--- src/rtl/bpc_pkg.sv ---
// ----------------------------------------------------------------------------
// bpc_pkg: shared types and constants for the box physics collision step
// Types, codes and constants used by the sequencer, ALU and top level.
// ----------------------------------------------------------------------------
`default_nettype none
package bpc_pkg;
  localparam int SLOTS = 16;
  localparam int SW = $clog2(SLOTS);
  localparam int VW = 24;
  localparam logic signed [VW-1:0] MAX24 = 24'sh7FFFFF;
  localparam logic signed [VW-1:0] MIN24 = -24'sh800000;
  localparam logic signed [VW-1:0] DEFAULT_BOX_SIZE = 24'sd12800;
  localparam logic signed [15:0] GRAVITY_RESET = 16'sd205;
  localparam logic [8:0] FRICTION_RESET = 9'd236;

  localparam logic [0:0] REG_GRAVITY = 1'b0;
  localparam logic [0:0] REG_FRICTION = 1'b1;

  localparam logic [3:0] K_TICK    = 4'd0;
  localparam logic [3:0] K_CREATE  = 4'd1;
  localparam logic [3:0] K_SETPOS  = 4'd2;
  localparam logic [3:0] K_SETSIZE = 4'd3;
  localparam logic [3:0] K_SETVX   = 4'd4;
  localparam logic [3:0] K_SETVY   = 4'd5;
  localparam logic [3:0] K_FLAGS   = 4'd6;
  localparam logic [3:0] K_FREEZE  = 4'd7;
  localparam logic [3:0] K_DESTROY = 4'd8;

  typedef enum logic [3:0] {
    ST_IDLE, ST_FIND, ST_VEL, ST_FRIC, ST_MOVE, ST_SCAN, ST_BACK,
    ST_YMOVE, ST_EMIT, ST_WAIT
  } state_t;

  typedef enum logic [1:0] {
    OP_ADD, OP_SUB, OP_MUL, OP_OVL
  } alu_op_t;

  typedef struct packed {
    alu_op_t op;
    logic signed [VW-1:0] a;
    logic signed [VW-1:0] b;
  } alu_req_t;

  function automatic logic signed [VW-1:0] sat24(input logic signed [VW+1:0] v);
    if (v > $signed({{2{1'b0}}, MAX24})) return MAX24;
    if (v < $signed({{2{1'b1}}, MIN24})) return MIN24;
    return v[VW-1:0];
  endfunction
endpackage
`default_nettype wire

--- src/rtl/bpc_alu.sv ---
// ----------------------------------------------------------------------------
// bpc_alu: shared arithmetic unit
// Saturating add/sub, friction multiply with floor shift, and a one-axis
// strict-overlap compare. Result registered.
// ----------------------------------------------------------------------------
`default_nettype none
module bpc_alu import bpc_pkg::*; (
  input  wire logic clk,
  input  wire alu_req_t req,
  input  wire logic signed [VW-1:0] ex_a,
  input  wire logic signed [VW-1:0] ex_b,
  output logic signed [VW-1:0] res_r,
  output logic ovl_r
);
  logic signed [VW-1:0] res_nxt;
  logic ovl_nxt;
  logic signed [VW+9:0] prod;
  logic signed [VW+1:0] d, ma, mb, sum;

  always_comb begin
    prod = $signed({{10{req.a[VW-1]}}, req.a}) * $signed({1'b0, req.b[8:0]});
    d = $signed({{2{req.a[VW-1]}}, req.a}) - $signed({{2{req.b[VW-1]}}, req.b});
    if (d[VW+1]) d = -d;
    ma = ex_a[VW-1] ? -$signed({{2{ex_a[VW-1]}}, ex_a}) : {2'b00, ex_a};
    mb = ex_b[VW-1] ? -$signed({{2{ex_b[VW-1]}}, ex_b}) : {2'b00, ex_b};
    sum = ma + mb;
    res_nxt = '0;
    ovl_nxt = 1'b0;
    unique case (req.op)
      OP_ADD: res_nxt = sat24($signed({{2{req.a[VW-1]}}, req.a}) +
                               $signed({{2{req.b[VW-1]}}, req.b}));
      OP_SUB: res_nxt = sat24($signed({{2{req.a[VW-1]}}, req.a}) -
                               $signed({{2{req.b[VW-1]}}, req.b}));
      OP_MUL: res_nxt = sat24(prod[VW+9:8]);
      OP_OVL: ovl_nxt = ({d[VW:0], 1'b0} < {1'b0, sum});
    endcase
  end

  always_ff @(posedge clk) begin
    res_r <= res_nxt;
    ovl_r <= ovl_nxt;
  end
endmodule
`default_nettype wire

--- config.mk ---
export PLATFORM = sky130hd
export DESIGN_NAME = bpc_alu
export DESIGN_NICKNAME = d
export VERILOG_FILES = /design/src/rtl/bpc_pkg.sv /design/src/rtl/bpc_alu.sv
export SDC_FILE = /design/constraint.sdc
export NUM_CORES = 1
export LEC_CHECK = 0
export BUFFER_PORTS_ARGS = -buffer_cell sky130_fd_sc_hd__buf_2
export CAP_MARGIN = 20
export CORE_UTILIZATION = 55
export CTS_CLUSTER_SIZE = 40
export DETAILED_ROUTE_END_ITERATION = 6
export GPL_TIMING_DRIVEN = 0
export PLACE_DENSITY = 0.8
export SLEW_MARGIN = 5
export SYNTH_ARGS = -nofsm -noshare
export SYNTH_HDL_FRONTEND = slang
export SYNTH_SLANG_ARGS = --single-unit
--- constraint.sdc ---
create_clock -name clk -period 13.7 [get_ports clk]
set_input_delay 0.685 -clock clk [delete_from_list [all_inputs] [get_ports clk]]
set_output_delay 0.685 -clock clk [all_outputs]
set_load 0.005 [all_outputs]
==> results.py <==
metrics = {
    "status": {
        "status": "complete, no violations",
    },
    "timing": {
        "fin_crit_ps": 7770,
        "worst_pin_slew_ps": 968,
        "max_freq_ghz": 0.129,
        "period_share_pct": 56.7,
        "slew_headroom_pct": 35.2,
        "setup_violations": 0,
        "final_max_slew_viol_count": 0,
        "finalSetupTns_ps": 0,
        "rsz0062_at_grt": "no",
        "hold_viol": 0,
    },
    "min_path": {
        "whs_path_depth": 2,
        "hp-start": "req[48]",
        "min_to": "res_r[0]$_DFF_P_",
        "holdCritPathClass": "in2reg",
    },
    "synthesis": {
        "syn_inst": 1886,
        "ys.flop_type": "dfxtp_1",
        "yosysUniqueCellTypes": 93,
        "syn_area_um2": 14900,
        "yosys_warnings": 0,
        "syn_avg_cell_area_um2": 7.91,
        "async_reset_ff_share_pct": 0,
        "synth_area_leader_cell": "fa_1",
        "yosysSeqAreaShare_pct": 3.35,
        "ys_ff_latch": 25,
        "yosys-top-cells-area": "fa_1 (24%), ha_1 (15%), inv_1 (6.5%)",
        "yosysTopAreaCellShare_pct": 24.1,
        "synth_edf_count": 0,
    },
    "global_routing": {
        "grt_overflow": 0,
        "grt_pass1_wl_mm": 72.3,
        "grt_max_degree": 14,
        "first_global_vias": 14100,
        "track_usage_pct": 32.7,
        "antenna_found_initial": 2,
    },
    "critical_path": {
        "required_ps": 13730,
        "setup.worst_path.start_class": "input pin",
        "cp_data_arrival_time_ps": 7800,
        "critPathCaptureType": "register",
        "path_class": "in2reg",
        "critPathMaxFanout": 10,
        "cp-startpoint": "req[3]",
    },
    "clock_network": {
        "htree_levels": 1,
        "cts_root_buf": "clkbuf_16",
        "clk_pin_slew_ps": 80,
        "postCtsHoldBufs": 0,
        "cts_resized": 0,
        "cts_tree": "yes",
        "cts.path.max_buffers": 2,
        "postCtsSetupBuffers": 0,
        "cts_num_sinks": 25,
        "cts_buffers": 3,
    },
    "final_layout": {
        "drive_gt1_share_pct": 10.1,
        "area_growth_pct": 7.49,
        "diodes": 0,
        "nets": 2467,
    },
    "die": {
        "core_area_um2": 26400,
        "initial_core_util_pct": 56.6,
        "row_count": 59,
        "die_area_um2": 27800,
        "die_height_um": 167,
        "die_x_um": 167,
        "io_pins": 124,
    },
    "detailed_routing": {
        "drt-initial-drc-count": 1152,
        "viasPerCell": 6.09,
        "drtAntennaViolNets": 0,
        "first_pass_iters": 5,
        "wl_per_cell_um": 19.1,
        "wl_mm": 44.9,
        "drc": 0,
        "num_vias": 14300,
    },
    "power_and_ir_drop": {
        "power_mw": 3.07,
        "p_leak_nw": 7.88,
        "irDropWorstVdd_mv": 0.142,
        "power.density_nw_per_um2": 191,
    },
    "job": {
        "cap_violations": 0,
    },
    "placement": {
        "place_congestion": 1.00,
        "hpwl_mm": 38.1,
        "io_buffer_count": 122,
    },
}
-- per-stage QoR --
stage / hold WS (ps) / instances / worst slack, ps / util, % / area [µm²]
finish: 790 / 2349 / 5930 / 60.9 / 16000
global route: 779 / 2349 / 5700 / 60.9 / 16000
CTS: 777 / 2348 / 6100 / 60.9 / 16000
detailed placement: 1060 / 2344 / 5840 / 60.6 / 16000
global placement: 1060 / 2344 / 5890 / 60.6 / 16000
floorplan: 778 / 1887 / 7230 / - / 14900
-- per-layer routing --
metal / part of all wire [%] / GRT usage (%)
met5: 0 / 0
met4: 3.1 / 10.2
met3: 9.3 / 6.44
met2: 44 / 51.8
met1: 43 / 44.8
-- synthesized netlist by cell type, drive strengths merged, types with 29 or more instances --
library cell	number
ha	173
xnor2	108
clkbuf	42
nand3	29
fa	180
nor2	91
nand2	200
a21o	44
xor2	35
and2	105
inv	260
o21ai	89
buf	32
a21oi	100
nor3	34
-- sequential cells by signal, summed over array words and instances (netlist names) --
register / flops
res_r: 24
ovl_r: 1
-- cell families after synthesis --
| kind of cell | count (synthesis) | share of synthesized area (%) |
|---|---|---|
| other cells | 1 | 0.0251 |
| buf+inv | 334 | 8.75 |
| simple gates | 598 | 20.0 |
| fa+ha+maj | 356 | 38.8 |
| mux | 1 | 0.0754 |
| compound gates | 428 | 20.5 |
| flops | 25 | 3.35 |
| xor+xnor | 143 | 8.39 |
-- how the worst max path moves through the flow --
stage,depth (start not counted),endpoint,slack [ps]
floorplan,23,res_r[3]$_DFF_P_,7230
global placement,24,res_r[17]$_DFF_P_,5890
detailed placement,24,res_r[17]$_DFF_P_,5840
CTS,24,res_r[17]$_DFF_P_,6100
global route,23,res_r[17]$_DFF_P_,5700
finish,23,res_r[17]$_DFF_P_,5930
-- report_power, final --
group	internal [mW]	total, mW	switching, mW
sequential	0.118	0.136	0.0183
combinational	1.12	2.86	1.74
clock	0.0401	0.0727	0.0326
-- cells in the final DEF, fill, tap and decap left out, types with 6 or more instances in the layout --
master	n
xnor2_1	108
or3_1	22
and2_1	103
nor2b_1	13
clkbuf_1	43
nand2_1	199
a211oi_1	16
nand4_1	21
a21oi_1	97
and3_1	8
o21ai_1	21
nand2b_1	26
o2111ai_1	10
or4_1	9
o21a_1	17
xor2_1	35
ha_1	173
inv_1	259
o31ai_1	21
o211ai_1	13
or2_2	11
nor4_1	14
o221ai_1	6
o21bai_1	17
a31oi_1	11
buf_2	147
nor2_1	90
fa_1	180
nor3_1	34
o21ai_0	67
o41ai_1	7
a21o_1	44
dfxtp_1	25
nand3_1	29
-- final cells by class --
type	instances	area, µm²
Tap cell	335	419
Fill cell	2405	10300
Inverter	260	976
Multi-Input combinational cell	1528	13100
Timing Repair Buffer	123	616
Buffer	74	330
Clock buffer	4	78.8
Sequential cell	25	500
-- worst max-delay path, stage by stage --
cell       delay [ps]
buf_2             230
clkbuf_1          550
nand2_1           180
fa_1              560
inv_1              50
fa_1              520
fa_1              470
fa_1              550
inv_1              50
fa_1              540
inv_1              50
ha_1              370
a21oi_1           220
o21ai_1           100
a2111o_1          420
a2111oi_1         590
o21ai_1           130
o21a_1            220
nor2_1            140
a22oi_2           120
nand3_1           380
buf_2             340
o2111ai_1         320
No activity file was read; power rests on OpenSTA's default activity.
